File: src/hw/rtl/ufc_pkg.sv
package ufc_pkg;

  // default receive buffer depth
  localparam int DEPTH_DEF = 64;

  // field widths
  localparam int CMD_W   = 3;
  localparam int BYTE_W  = 8;
  localparam int MARK_W  = 7;
  localparam int CFG_IDX_W = 1;
  localparam int FILL_W_DEF = $clog2(DEPTH_DEF + 1);

  // request commands
  localparam logic [CMD_W-1:0] CMD_RX_BYTE = 3'd0;
  localparam logic [CMD_W-1:0] CMD_POP     = 3'd1;
  localparam logic [CMD_W-1:0] CMD_SEND    = 3'd2;
  localparam logic [CMD_W-1:0] CMD_TX_EMPTY = 3'd3;
  localparam logic [CMD_W-1:0] CMD_RTS     = 3'd4;

  // configuration register indexes
  localparam logic [CFG_IDX_W-1:0] CFG_HIGH_MARK = 1'd0;
  localparam logic [CFG_IDX_W-1:0] CFG_LOW_MARK  = 1'd1;

  // mark reset values
  localparam logic [MARK_W-1:0] HIGH_MARK_RST = 7'd59;
  localparam logic [MARK_W-1:0] LOW_MARK_RST  = 7'd16;

  // per-request result flags, without the popped byte and the fill level
  typedef struct packed {
    logic              rx_valid;
    logic              tx_valid;
    logic [BYTE_W-1:0] tx_data;
    logic              want_more;
    logic              cts;
    logic              overflow;
  } ufc_res_t;

endpackage

File: src/hw/rtl/ufc_if.sv
interface ufc_in_if import ufc_pkg::*; ();
  logic              valid;
  logic              ready;
  logic [CMD_W-1:0]  cmd;
  logic [BYTE_W-1:0] data;
  logic              rts;

  modport source (output valid, output cmd, output data, output rts, input ready);
  modport sink   (input valid, input cmd, input data, input rts, output ready);
endinterface

interface ufc_out_if import ufc_pkg::*; #(
  parameter int CNT_W = FILL_W_DEF
) ();
  logic              valid;
  logic              ready;
  logic              rx_valid;
  logic [BYTE_W-1:0] rx_data;
  logic              tx_valid;
  logic [BYTE_W-1:0] tx_data;
  logic              want_more;
  logic              cts;
  logic              overflow;
  logic [CNT_W-1:0]  fill_level;

  modport source (
    output valid, output rx_valid, output rx_data, output tx_valid, output tx_data,
    output want_more, output cts, output overflow, output fill_level, input ready
  );
  modport sink (
    input valid, input rx_valid, input rx_data, input tx_valid, input tx_data,
    input want_more, input cts, input overflow, input fill_level, output ready
  );
endinterface

File: src/hw/rtl/ufc_ram.sv
module ufc_ram #(
  parameter int WIDTH = 8,
  parameter int DEPTH = 64
) (
  input  logic                     clk,
  input  logic                     we,
  input  logic [$clog2(DEPTH)-1:0] waddr,
  input  logic [WIDTH-1:0]         wdata,
  input  logic                     re,
  input  logic [$clog2(DEPTH)-1:0] raddr,
  output logic [WIDTH-1:0]         rdata
);

  logic [WIDTH-1:0] mem [DEPTH];
  logic [WIDTH-1:0] rdata_r;

  // one write port, one registered read port
  always_ff @(posedge clk) begin
    if (we) begin
      mem[waddr] <= wdata;
    end
    if (re) begin
      rdata_r <= mem[raddr];
    end
  end

  assign rdata = rdata_r;

endmodule

File: src/hw/rtl/ufc_ctrl.sv
module ufc_ctrl import ufc_pkg::*; #(
  parameter int DEPTH = DEPTH_DEF
) (
  input  logic                           clk,
  input  logic                           rst_n,
  // accepted request
  input  logic                           accept,
  input  logic [CMD_W-1:0]               cmd,
  input  logic [BYTE_W-1:0]              data,
  input  logic                           rts,
  // configuration writes
  input  logic                           cfg_we,
  input  logic [CFG_IDX_W-1:0]           cfg_idx,
  input  logic [MARK_W-1:0]              cfg_data,
  // buffer memory
  output logic                           mem_we,
  output logic [$clog2(DEPTH)-1:0]       mem_waddr,
  output logic [BYTE_W-1:0]              mem_wdata,
  output logic                           mem_re,
  output logic [$clog2(DEPTH)-1:0]       mem_raddr,
  // result of this request
  output ufc_res_t                       res,
  output logic [$clog2(DEPTH+1)-1:0]     fill
);

  localparam int PTR_W = $clog2(DEPTH);
  localparam int CNT_W = $clog2(DEPTH + 1);
  localparam int CMP_W = (CNT_W > MARK_W) ? CNT_W : MARK_W;
  localparam logic [PTR_W-1:0] PTR_LAST = PTR_W'(DEPTH - 1);
  localparam logic [CNT_W-1:0] CNT_FULL = CNT_W'(DEPTH);

  logic [PTR_W-1:0]  wptr_r, wptr_nxt;
  logic [PTR_W-1:0]  rptr_r, rptr_nxt;
  logic [CNT_W-1:0]  cnt_r, cnt_nxt;
  logic              cts_r, cts_nxt;
  logic [BYTE_W-1:0] held_r, held_nxt;
  logic              held_v_r, held_v_nxt;
  logic              paused_r, paused_nxt;
  logic [MARK_W-1:0] high_r, low_r;
  logic              we_c, re_c;

  // next state and result for one request
  always_comb begin
    wptr_nxt   = wptr_r;
    rptr_nxt   = rptr_r;
    cnt_nxt    = cnt_r;
    cts_nxt    = cts_r;
    held_nxt   = held_r;
    held_v_nxt = held_v_r;
    paused_nxt = paused_r;
    we_c       = 1'b0;
    re_c       = 1'b0;
    res        = '0;
    case (cmd)
      CMD_RX_BYTE: begin
        if (cnt_r == CNT_FULL) begin
          res.overflow = 1'b1;
        end else begin
          we_c     = 1'b1;
          wptr_nxt = (wptr_r == PTR_LAST) ? '0 : wptr_r + 1'b1;
          cnt_nxt  = cnt_r + 1'b1;
          if (CMP_W'(cnt_nxt) > CMP_W'(high_r)) begin
            cts_nxt = 1'b1;
          end
        end
      end
      CMD_POP: begin
        if (cnt_r != '0) begin
          res.rx_valid = 1'b1;
          re_c         = 1'b1;
          rptr_nxt     = (rptr_r == PTR_LAST) ? '0 : rptr_r + 1'b1;
          cnt_nxt      = cnt_r - 1'b1;
          if (CMP_W'(cnt_nxt) < CMP_W'(low_r)) begin
            cts_nxt = 1'b0;
          end
        end
      end
      CMD_SEND: begin
        held_nxt   = data;
        held_v_nxt = 1'b1;
        if (rts) begin
          paused_nxt = 1'b1;
        end
      end
      CMD_TX_EMPTY: begin
        if (!paused_r) begin
          if (held_v_r) begin
            held_v_nxt   = 1'b0;
            res.tx_valid = 1'b1;
            res.tx_data  = held_r;
          end else begin
            res.want_more = 1'b1;
          end
        end
      end
      CMD_RTS: begin
        if (!rts && paused_r) begin
          paused_nxt = 1'b0;
          held_v_nxt = 1'b1;
        end
      end
      default: begin
      end
    endcase
    res.cts = cts_nxt;
  end

  assign fill      = cnt_nxt;
  assign mem_we    = accept && we_c;
  assign mem_waddr = wptr_r;
  assign mem_wdata = data;
  assign mem_re    = accept && re_c;
  assign mem_raddr = rptr_r;

  // control state
  always_ff @(posedge clk) begin
    if (!rst_n) begin
      wptr_r   <= '0;
      rptr_r   <= '0;
      cnt_r    <= '0;
      cts_r    <= 1'b0;
      held_r   <= '0;
      held_v_r <= 1'b0;
      paused_r <= 1'b0;
    end else if (accept) begin
      wptr_r   <= wptr_nxt;
      rptr_r   <= rptr_nxt;
      cnt_r    <= cnt_nxt;
      cts_r    <= cts_nxt;
      held_r   <= held_nxt;
      held_v_r <= held_v_nxt;
      paused_r <= paused_nxt;
    end
  end

  // watermark registers
  always_ff @(posedge clk) begin
    if (!rst_n) begin
      high_r <= HIGH_MARK_RST;
      low_r  <= LOW_MARK_RST;
    end else if (cfg_we) begin
      case (cfg_idx)
        CFG_HIGH_MARK: high_r <= cfg_data;
        CFG_LOW_MARK:  low_r  <= cfg_data;
        default: begin
        end
      endcase
    end
  end

endmodule

File: src/hw/rtl/uart_flow_control_buffer.sv
// Latency: the result of a request is valid the cycle after the request is accepted.
// Throughput: one request per cycle while out_ch is not stalled; the receive buffer has one write and one
// registered read port, and the popped byte comes straight from its read register.
// Reset (rst_n, synchronous): pointers, fill count, cts, pending byte and pause clear,
// marks return to 59 and 16; buffer contents are not cleared.
module uart_flow_control_buffer import ufc_pkg::*; #(
  parameter int DEPTH = DEPTH_DEF
) (
  input  logic                  clk,
  input  logic                  rst_n,
  ufc_in_if.sink                in_ch,
  ufc_out_if.source             out_ch,
  input  logic                  cfg_we,
  input  logic [CFG_IDX_W-1:0]  cfg_idx,
  input  logic [MARK_W-1:0]     cfg_data
);

  localparam int PTR_W = $clog2(DEPTH);
  localparam int CNT_W = $clog2(DEPTH + 1);

  logic              accept;
  logic              mem_we, mem_re;
  logic [PTR_W-1:0]  mem_waddr, mem_raddr;
  logic [BYTE_W-1:0] mem_wdata, mem_rdata;
  ufc_res_t          res, res_r;
  logic [CNT_W-1:0]  fill, fill_r;
  logic              out_v_r;

  // request handshake
  assign in_ch.ready = !out_v_r || out_ch.ready;
  assign accept      = in_ch.valid && in_ch.ready;

  ufc_ctrl #(
    .DEPTH (DEPTH)
  ) u_ctrl (
    .clk       (clk),
    .rst_n     (rst_n),
    .accept    (accept),
    .cmd       (in_ch.cmd),
    .data      (in_ch.data),
    .rts       (in_ch.rts),
    .cfg_we    (cfg_we),
    .cfg_idx   (cfg_idx),
    .cfg_data  (cfg_data),
    .mem_we    (mem_we),
    .mem_waddr (mem_waddr),
    .mem_wdata (mem_wdata),
    .mem_re    (mem_re),
    .mem_raddr (mem_raddr),
    .res       (res),
    .fill      (fill)
  );

  ufc_ram #(
    .WIDTH (BYTE_W),
    .DEPTH (DEPTH)
  ) u_ram (
    .clk   (clk),
    .we    (mem_we),
    .waddr (mem_waddr),
    .wdata (mem_wdata),
    .re    (mem_re),
    .raddr (mem_raddr),
    .rdata (mem_rdata)
  );

  // result register
  always_ff @(posedge clk) begin
    if (!rst_n) begin
      out_v_r <= 1'b0;
    end else if (accept) begin
      out_v_r <= 1'b1;
    end else if (out_ch.ready) begin
      out_v_r <= 1'b0;
    end
  end

  always_ff @(posedge clk) begin
    if (accept) begin
      res_r  <= res;
      fill_r <= fill;
    end
  end

  // popped byte comes from the memory read register, which holds until the next pop
  assign out_ch.valid      = out_v_r;
  assign out_ch.rx_valid   = res_r.rx_valid;
  assign out_ch.rx_data    = res_r.rx_valid ? mem_rdata : '0;
  assign out_ch.tx_valid   = res_r.tx_valid;
  assign out_ch.tx_data    = res_r.tx_data;
  assign out_ch.want_more  = res_r.want_more;
  assign out_ch.cts        = res_r.cts;
  assign out_ch.overflow   = res_r.overflow;
  assign out_ch.fill_level = fill_r;

endmodule
File: src/flat_wrapper.sv
// flat-port wrapper written by rule: the top's interface ports become plain ports
module uart_flow_control_buffer_flat import ufc_pkg::*;
#(
  parameter int DEPTH = DEPTH_DEF
)
  (clk, rst_n, cfg_we, cfg_idx, cfg_data, in_ch_valid, in_ch_cmd, in_ch_data, in_ch_rts, in_ch_ready, out_ch_valid, out_ch_rx_valid, out_ch_rx_data, out_ch_tx_valid, out_ch_tx_data, out_ch_want_more, out_ch_cts, out_ch_overflow, out_ch_fill_level, out_ch_ready);
  ufc_in_if in_ch_i ();
  ufc_out_if out_ch_i ();
  input  logic clk;
  input  logic rst_n;
  input  logic cfg_we;
  input  logic [CFG_IDX_W-1:0] cfg_idx;
  input  logic [MARK_W-1:0] cfg_data;
  input wire logic [$bits(in_ch_i.valid)-1:0] in_ch_valid;
  input wire logic [$bits(in_ch_i.cmd)-1:0] in_ch_cmd;
  input wire logic [$bits(in_ch_i.data)-1:0] in_ch_data;
  input wire logic [$bits(in_ch_i.rts)-1:0] in_ch_rts;
  output wire logic [$bits(in_ch_i.ready)-1:0] in_ch_ready;
  output wire logic [$bits(out_ch_i.valid)-1:0] out_ch_valid;
  output wire logic [$bits(out_ch_i.rx_valid)-1:0] out_ch_rx_valid;
  output wire logic [$bits(out_ch_i.rx_data)-1:0] out_ch_rx_data;
  output wire logic [$bits(out_ch_i.tx_valid)-1:0] out_ch_tx_valid;
  output wire logic [$bits(out_ch_i.tx_data)-1:0] out_ch_tx_data;
  output wire logic [$bits(out_ch_i.want_more)-1:0] out_ch_want_more;
  output wire logic [$bits(out_ch_i.cts)-1:0] out_ch_cts;
  output wire logic [$bits(out_ch_i.overflow)-1:0] out_ch_overflow;
  output wire logic [$bits(out_ch_i.fill_level)-1:0] out_ch_fill_level;
  input wire logic [$bits(out_ch_i.ready)-1:0] out_ch_ready;
  assign in_ch_i.valid = in_ch_valid;
  assign in_ch_i.cmd = in_ch_cmd;
  assign in_ch_i.data = in_ch_data;
  assign in_ch_i.rts = in_ch_rts;
  assign in_ch_ready = in_ch_i.ready;
  assign out_ch_valid = out_ch_i.valid;
  assign out_ch_rx_valid = out_ch_i.rx_valid;
  assign out_ch_rx_data = out_ch_i.rx_data;
  assign out_ch_tx_valid = out_ch_i.tx_valid;
  assign out_ch_tx_data = out_ch_i.tx_data;
  assign out_ch_want_more = out_ch_i.want_more;
  assign out_ch_cts = out_ch_i.cts;
  assign out_ch_overflow = out_ch_i.overflow;
  assign out_ch_fill_level = out_ch_i.fill_level;
  assign out_ch_i.ready = out_ch_ready;
  uart_flow_control_buffer #(.DEPTH(DEPTH)) u_core (.clk(clk), .rst_n(rst_n), .in_ch(in_ch_i), .out_ch(out_ch_i), .cfg_we(cfg_we), .cfg_idx(cfg_idx), .cfg_data(cfg_data));
endmodule
File: config.mk
export PLATFORM = sky130hd
export DESIGN_NAME = uart_flow_control_buffer_flat
export DESIGN_NICKNAME = d
export VERILOG_FILES = /design/src/hw/rtl/ufc_pkg.sv /design/src/hw/rtl/ufc_if.sv /design/src/hw/rtl/ufc_ram.sv /design/src/hw/rtl/ufc_ctrl.sv /design/src/hw/rtl/uart_flow_control_buffer.sv /design/src/flat_wrapper.sv
export SDC_FILE = /design/constraint.sdc
export NUM_CORES = 1
export LEC_CHECK = 0
export BUFFER_PORTS_ARGS = -buffer_cell sky130_fd_sc_hd__buf_2
export CORE_ASPECT_RATIO = 0.9
export CORE_UTILIZATION = 59
export DETAILED_ROUTE_END_ITERATION = 10
export GPL_TIMING_DRIVEN = 0
export HOLD_SLACK_MARGIN = 0.05
export PLACE_DENSITY = 0.81
export RECOVER_POWER = 100
export SYNTH_ARGS = -nofsm -noshare
export SYNTH_HDL_FRONTEND = slang
export SYNTH_SLANG_ARGS = --single-unit
File: constraint.sdc
create_clock -name clk -period 5.2 [get_ports clk]
set_input_delay 0 -clock clk [delete_from_list [all_inputs] [get_ports clk]]
set_output_delay 0 -clock clk [all_outputs]
set_load 0.02 [all_outputs]
==> results of run 1 <==
## registers in the layout, indices dropped and copies added (netlist names), 6 cells and up
signal                    flops
u_core.u_ctrl.low_r           7
u_core.u_ctrl.high_r          7
u_core.u_ram.rdata            8
u_core.u_ctrl.mem_raddr       6
u_core.u_ctrl.cnt_r           7
u_core.out_ch.fill_level      7
u_core.u_ctrl.mem_waddr       6
u_core.u_ctrl.held_r          8
u_core.out_ch.tx_data         8
u_core.u_ram.mem            512
## power by group through the flow
stage	Combinational (µW)	Sequential, µW	Clock, µW
6_report	299	5180	4000
3_5_place_dp	286	5270	0
2_1_floorplan	136	5280	0
3_3_place_gp	273	5270	0
4_1_cts	301	5170	4010
5_1_grt	321	5180	4190
## worst register-to-register path, cell delays in order, from the launching register on
cell and delay, ns:
dfxtp_1 0.52, inv_1 0.16, ha_1 0.25, or4b_1 0.17
clkbuf_1 0.22, o31a_2 0.17, clkbuf_1 0.36, and2_0 0.20
clkbuf_1 0.29, nand2_1 0.52, nor2_1 0.89
## stage by stage
stage	instances	util (%)	cell area [µm²]	hold slack [ns]
3_3_place_gp	1880	62.8	24300	0.242
6_report	2003	67.9	26300	0.210
3_5_place_dp	1880	62.8	24300	0.249
5_1_grt	2003	67.9	26300	0.263
2_1_floorplan	1303	-	23400	0.0989
4_1_cts	2003	68.1	26400	0.213
## synth_stat cells, drive strengths merged (4+ instances only)
cell    number  share of area [%]
edfxtp     540                 69
mux4       116                 11
nor2       107                1.7
nand2       47               0.75
dfxtp       45                3.8
mux2i       42                1.8
clkbuf      39               0.63
buf         35               0.77
a21oi       24               0.51
a22o        24               0.90
inv         24               0.40
o21ai       24               0.51
and2        23               0.61
a211oi      22               0.71
nand3       20               0.43
ha          18               0.96
nor2b       14               0.37
a221oi      11               0.44
nor3        11               0.26
xnor2       10               0.37
a22oi        9               0.29
o22ai        9               0.24
o211ai       7               0.22
o221ai       7               0.26
a21o         6               0.19
a31oi        6               0.16
nand3b       5               0.16
o31ai        5               0.18
xor2         5               0.19
and3         4               0.11
nand2b       4               0.11
## what timing repair did
item,4_1_cts,5_1_grt
resized for setup,0,0
hold buffers,26,0
hold endpoints to repair,40,0
setup endpoints to repair,0,0
## cell type report
cell class	instances	area, µm²	share of cell area (%)
Sequential cell	585	17100	65.1
Multi-Input combinational cell	618	5840	22.2
Clock buffer	70	1490	5.68
Tap cell	525	657	2.50
Timing Repair Buffer	78	477	1.81
Buffer	74	314	1.19
Clock inverter	27	285	1.09
Inverter	26	100	0.381
## logic make-up (layout without fill, tap and decap cells)
group | count (synthesis) | in the layout | share of synthesized area [%]
AOI/OAI and AO/OA | 175 | 175 | 5.51
xor gates and xnor gates | 15 | 15 | 0.561
adders and majority gates | 18 | 18 | 0.962
buffers and inverters | 100 | 275 | 1.83
DFF | 585 | 585 | 73.1
muxes | 158 | 158 | 13.0
and+or+nand+nor | 252 | 252 | 5.07
## worst paths after layout
path,from,to,slack (ns),cells after the start
worst min register to register,u_core.u_ctrl.low_r[3]$_SDFFE_PN0P_,u_core.u_ctrl.low_r[3]$_SDFFE_PN0P_,0.47,2
worst max-delay path,u_core.u_ctrl.cnt_r[0]$_SDFFE_PN0P_,u_core.u_ram.mem[60][0]$_DFFE_PP_,1.08,10
worst min-delay path,out_ch_ready,u_core.u_ctrl.mem_raddr[5]$_SDFFE_PN0P_,0.21,6
worst max register to register,u_core.u_ctrl.cnt_r[0]$_SDFFE_PN0P_,u_core.u_ram.mem[60][0]$_DFFE_PP_,1.08,10
## metal layers
metal / share of wire (%) / vias to the layer above / wire length [µm]
li1: - / 5511 / -
met1: 37 / 6706 / 21600
met2: 46 / 980 / 26700
met3: 12 / 200 / 6750
met4: 4.8 / 0 / 2760
met5: 0 / - / 0
## placed cells by master (no fill, tap or decap), types with 23 or more instances in the layout
master,n
buf_2,34
nand2_1,47
mux2i_1,42
a22o_1,24
dfxtp_1,45
clkbuf_1,91
dlygate4sd3_1,26
inv_1,23
clkbuf_16,55
a21oi_1,24
nor2_1,107
mux4_2,116
o21ai_0,24
edfxtp_1,540
==> impl_metrics.json, run 1 <==
{
  "dieArea_mm2": 0.0405,
  "drive_gt1_share_pct": 16.6,
  "final_hold_viol_count": 0,
  "intPower_uw": 7570,
  "gr-usage-met2_pct": 45.8,
  "pwr-share-clk_pct": 42.2,
  "busiest_layer": "met2",
  "rsz0062_at_grt": "false",
  "syn_nets": 1346,
  "critPathCaptureType": "flip-flop",
  "drc_errors": 0,
  "final_nets": 1479,
  "p_total_uw": 9480,
  "n_fill_cell": 2400,
  "fp.dieH_um": 191,
  "cts_tree": "built",
  "setup_ws_ns": 1.08,
  "grt_pass1_vias": 13375,
  "async_reset_ff_share_pct": 0,
  "power_frac_seq_pct": 54.6,
  "cp_slowest_cell": "nor2_1",
  "core_area_mm2": 0.0387,
  "finalMaxSlewViolations": 536,
  "initial_utilization_pct": 60.5,
  "cpMostUsedCell": "clkbuf_1",
  "synth_cells": 1303,
  "crit_arrival_ns": 4.34,
  "io_buffers": 52,
  "cpLargestDelayFamily": "simple AND/OR/NAND/NOR gates",
  "grt_use_met1_pct": 40.6,
  "gp_congestion": 0.926,
  "failed_checks": "capacitance limit, slew limit",
  "synth_area_mm2": 0.0234,
  "fin_crit_sh_pct": 79.3,
  "cp_num_buf_inv": 4,
  "synth.distinct_cells": 66,
  "ys_seq_area_share_pct": 73.1,
  "dieWidth_um": 212,
  "status": "complete, but fails checks",
  "grt_max_degree": 66,
  "synth-main-ff-cell": "edfxtp_1",
  "crit_chain": "inv_1 > ha_1 > or4b_1 > clkbuf_1 > o31a_2 > clkbuf_1 > and2_0 > clkbuf_1 > nand2_1 > nor2_1",
  "worstMarginPinSlew_ns": 3.23,
  "root_buffer": "clkbuf_16",
  "synth_warnings": 0,
  "skew_ns": 0.0240,
  "clk-insertion-delay-late_ns": 0.59,
  "fmax_mhz": 242,
  "leakage_uw": 0.00820,
  "synth_area_per_cell_um2": 18.0,
  "post_drt_wl_per_cell_um": 28.9,
  "critical_path.max_stage_delay_ns": 0.89,
  "tns_ns": 0,
  "cts.path.max_buffers": 3,
  "power.density_mw_per_mm2": 361,
  "pre_cts_slack_ns": 1.71,
  "max-cap-violations": 9,
  "path_clk_slew_ns": 0.07,
  "hp-class": "in -> reg",
  "grt_use_total_pct": 29.6,
  "worst_ep_required_time_ns": 5.41,
  "postRouteAntennaNets": 0,
  "ir_drop_uv": 304,
  "synth_edf_count": 540,
  "num_rows": 68,
  "comb_power_share_pct": 3.2,
  "grt_use_met3_pct": 7.13,
  "first_pass_iters": 6,
  "power.switching_uw": 1910,
  "period_needed_ns": 4.12,
  "drt_iter0_drc": 1936,
  "swShare_pct": 20.2,
  "grt_first_pass_wirelength_mm": 85.1,
  "h-tree-depth": 2,
  "critPathMaxFanout": 9,
  "via_per_inst": 6.69,
  "routed_wl_mm": 57.8,
  "worstSetupPathType": "reg -> reg",
  "area_growth_pct": 12.3,
  "post_cts_buffers": 0,
  "crit_path_start_kind": "flip-flop",
  "setup_viol": 0,
  "vias": 13397,
  "antenna_cells": 0,
  "cts_buffers": 53,
  "ys_seq_elements": 585,
  "grt_remaining_overflow": 0,
  "cts.sinks": 585,
  "pin_count": 55,
  "antenna_found_initial": 0,
  "slew-limit-headroom_pct": -115,
  "dp_hpwl_mm": 35.3
}
No activity file was read; power rests on OpenSTA's default activity.
==> run 2, diff against run 1 <==
Settings changed: ABC_AREA set to 1, CORE_UTILIZATION 59 to 56, PLACE_DENSITY 0.81 to 0.8.
Clock period 5.2 ns to 3.45 ns, I/O delays scaled along.
==> run 2 against run 1 <==
  * The flow finishes with violations (DRC, capacitance limit, slew limit, setup timing)
  * Combinational power rose to 2.8 times the previous value
  * Area after synthesis rose by 2.7%
  * Sequential share of layout area fell by 1.8 points
  * Global-route usage rose by 3.8 points
  * Die area rose by 8.1%
  * Power rose by 55%
  * Final area rose by 2.8%
  * Clock skew rose by 0.0028 ns
  * Fmax rose by 13%
  * First-iteration DRC count rose by 37%
  * Clock power rose by 51%
  * Critical path type unchanged
  * Critical endpoint is now u_core.u_ram.mem[54][7]$_DFFE_PP_
  * Largest cell class unchanged
  * Largest power group unchanged
  * Highest routed layer unchanged
==> impl_metrics.json, run 2 <==
{
  "setup_ws_ns": -0.190,
  "critPathMaxFanout": 8,
  "dieWidth_um": 220,
  "grt_max_degree": 66,
  "ir_drop_uv": 389,
  "skew_ns": 0.0269,
  "cp_slowest_cell": "nor2_1",
  "antenna_cells": 0,
  "drive_gt1_share_pct": 7.73,
  "postRouteAntennaNets": 0,
  "pre_cts_slack_ns": -0.0254,
  "hp-class": "in -> reg",
  "io_buffers": 53,
  "fin_crit_sh_pct": 105,
  "first_pass_iters": 9,
  "yosys.area.top_type": "edfxtp_1",
  "core_area_mm2": 0.0421,
  "cts_tree": "built",
  "period_needed_ns": 3.64,
  "worstSetupPathType": "reg -> reg",
  "final_cell_area_mm2": 0.0270,
  "failed_checks": "DRC, capacitance limit, slew limit, setup timing",
  "dieArea_mm2": 0.0438,
  "h-tree-depth": 2,
  "stdcell_count": 2771,
  "power_frac_seq_pct": 53.3,
  "final_nets": 2223,
  "cpLargestDelayFamily": "simple AND/OR/NAND/NOR gates",
  "synth.distinct_cells": 38,
  "crit_path_start_kind": "flip-flop",
  "initial_utilization_pct": 57.1,
  "async_reset_ff_share_pct": 0,
  "p_total_uw": 14700,
  "postLayoutCoreUtil_pct": 64.2,
  "gp_congestion": 1.02,
  "synth_area_leaders": "edfxtp_1 (67%), nor2_1 (6.2%), o21ai_0 (5.4%)",
  "path_clk_slew_ns": 0.06,
  "dp_hpwl_mm": 46.1,
  "final_hold_viol_count": 0,
  "cts_buffers": 54,
  "grt_first_pass_wirelength_mm": 104,
  "grt_pass1_vias": 16444,
  "final_cell_mix": "edfxtp_1 (540), nor2_1 (395), o21ai_0 (264)",
  "post_drt_wl_per_cell_um": 26.1,
  "setup_viol": 86,
  "ys_top_cells_by_count": "edfxtp_1 (540), nor2_1 (397), o21ai_0 (258)",
  "final_common_cell": "edfxtp_1",
  "slew-limit-headroom_pct": -130,
  "synth_area_mm2": 0.0240,
  "synth-main-ff-cell": "edfxtp_1",
  "max-cap-violations": 8,
  "ys_seq_area_share_pct": 71.2,
  "leakage_uw": 0.00931,
  "grt_remaining_overflow": 0,
  "power.switching_uw": 3270,
  "synth_warnings": 0,
  "clk-insertion-delay-late_ns": 0.62,
  "yosysTopAreaCellShare_pct": 67.4,
  "largest_reg_flops": 512,
  "synth_cells": 2037,
  "via_per_inst": 6.30,
  "area_growth_pct": 12.3,
  "pin_count": 55,
  "regMostFlops": "u_core.u_ram.mem",
  "critical_path.max_stage_delay_ns": 1.12,
  "worst_ep_required_time_ns": 3.68,
  "pwr-share-clk_pct": 41.1,
  "root_buffer": "clkbuf_16",
  "critPathCaptureType": "flip-flop",
  "antenna_found_initial": 1,
  "ys_seq_elements": 585,
  "num_rows": 71,
  "cpMostUsedCell": "nand4_1",
  "power.density_mw_per_mm2": 543,
  "fmax_mhz": 275,
  "synth_area_per_cell_um2": 11.8,
  "comb_power_share_pct": 5.6,
  "crit_chain": "inv_1 > ha_1 > nand4_1 > nand2_2 > nor2_4 > nand4_1 > nor2_1",
  "cts.sinks": 585,
  "placed_cell_area_mm2": 0.0250,
  "syn_nets": 2080,
  "vias": 17463,
  "drc_errors": 3,
  "cts.path.max_buffers": 3,
  "grt_use_total_pct": 33.4,
  "rsz0062_at_grt": "true",
  "routed_wl_mm": 72.4,
  "dpl.cell_count": 2637,
  "worstMarginPinSlew_ns": 3.45,
  "crit_arrival_ns": 3.87,
  "swShare_pct": 22.3,
  "finalMaxSlewViolations": 528,
  "drt_iter0_drc": 2648,
  "synth_edf_count": 540,
  "intPower_uw": 11400,
  "fp.dieH_um": 199,
  "synth.most_common_cell": "edfxtp_1",
  "cp_num_buf_inv": 1,
  "status": "complete, but fails checks"
}
-- run 2: cell types whose count changed after synthesis, sizes merged, moves of 41 or more --
cell | previous run | this run
o21ai | 24 | 275
mux4 | 116 | 0
nor2 | 107 | 403
nand3 | 20 | 96
mux2i | 42 | 1
nand2 | 47 | 244
o211ai | 7 | 60
inv | 24 | 99
-- run 2: layout make-up --
cell class                 count  area (µm²)
sequential                   585       17100
fill                        3115       15100
multi-input combinational   1237        5930
clock buffer                  67        1430
tap                          547         684
buffer                       114         603
timing repair buffer          87         556
inverter                     101         379
clock inverter                33         322
-- run 2: worst min-delay path: stages --
cell           delay (ns)
dlygate4sd3_1        0.52
buf_2                0.13
nand2_1              0.06
o211ai_1             0.08
-- run 2: power by group through the flow --
stage | clock (µW) | combinational, µW | sequential [µW]
final | 6030 | 823 | 7830
after CTS | 6010 | 810 | 7820
after floorplan | 0 | 400 | 7980
after detailed placement | 0 | 776 | 7970
after global routing | 6280 | 881 | 7830
after global placement | 0 | 751 | 7970
-- run 2: worst paths after layout --
kind                                        startpoint                              endpoint  slack (ns)  depth (start not counted)
setup reg to reg   u_core.u_ctrl.cnt_r[0]$_SDFFE_PN0P_     u_core.u_ram.mem[54][7]$_DFFE_PP_       -0.19                          7
hold / removal                             cfg_data[4]  u_core.u_ctrl.high_r[4]$_SDFFE_PN1P_        0.22                          4
hold reg to reg   u_core.u_ctrl.held_r[3]$_SDFFE_PN0P_  u_core.u_ctrl.held_r[3]$_SDFFE_PN0P_        0.46                          2
setup / recovery   u_core.u_ctrl.cnt_r[0]$_SDFFE_PN0P_     u_core.u_ram.mem[54][7]$_DFFE_PP_       -0.19                          7
-- run 2: what timing repair did --
item / CTS / global route
gates resized for setup: 1 / 2
pin swaps: 0 / 0
hold endpoints to repair: 35 / 0
hold buffers: 34 / 0
setup buffers: 0 / 0
endpoints found under the setup margin: 8 / 100
-- run 2: per-layer routing --
metal / part of all wire, % / global-route usage [%]
met4: 5.0 / 16.6
met5: 0 / 0
met3: 13 / 8.43
met2: 46 / 51.8
met1: 36 / 44.0
-- run 2: cells by family (layout without fill, tap and decap cells) --
logic type	count (synthesis)	after routing	synth area share [%]
adder cells (fa/ha/maj)	18	18	0.937
multiplexers	1	1	0.0416
buffers and inverters	215	402	4.13
AND/OR/NAND/NOR	764	764	12.9
flip-flops	585	585	71.2
AO/OA/AOI/OAI	444	444	10.4
XOR/XNOR	10	10	0.364
-- run 2: per-stage QoR --
step | TNS, ns | hold slack [ns]
2_1_floorplan | 0 | 0.0989
3_3_place_gp | 0 | 0.226
3_5_place_dp | -0.197 | 0.234
4_1_cts | 0 | 0.199
5_1_grt | -6.98 | 0.240
6_report | -5.50 | 0.220
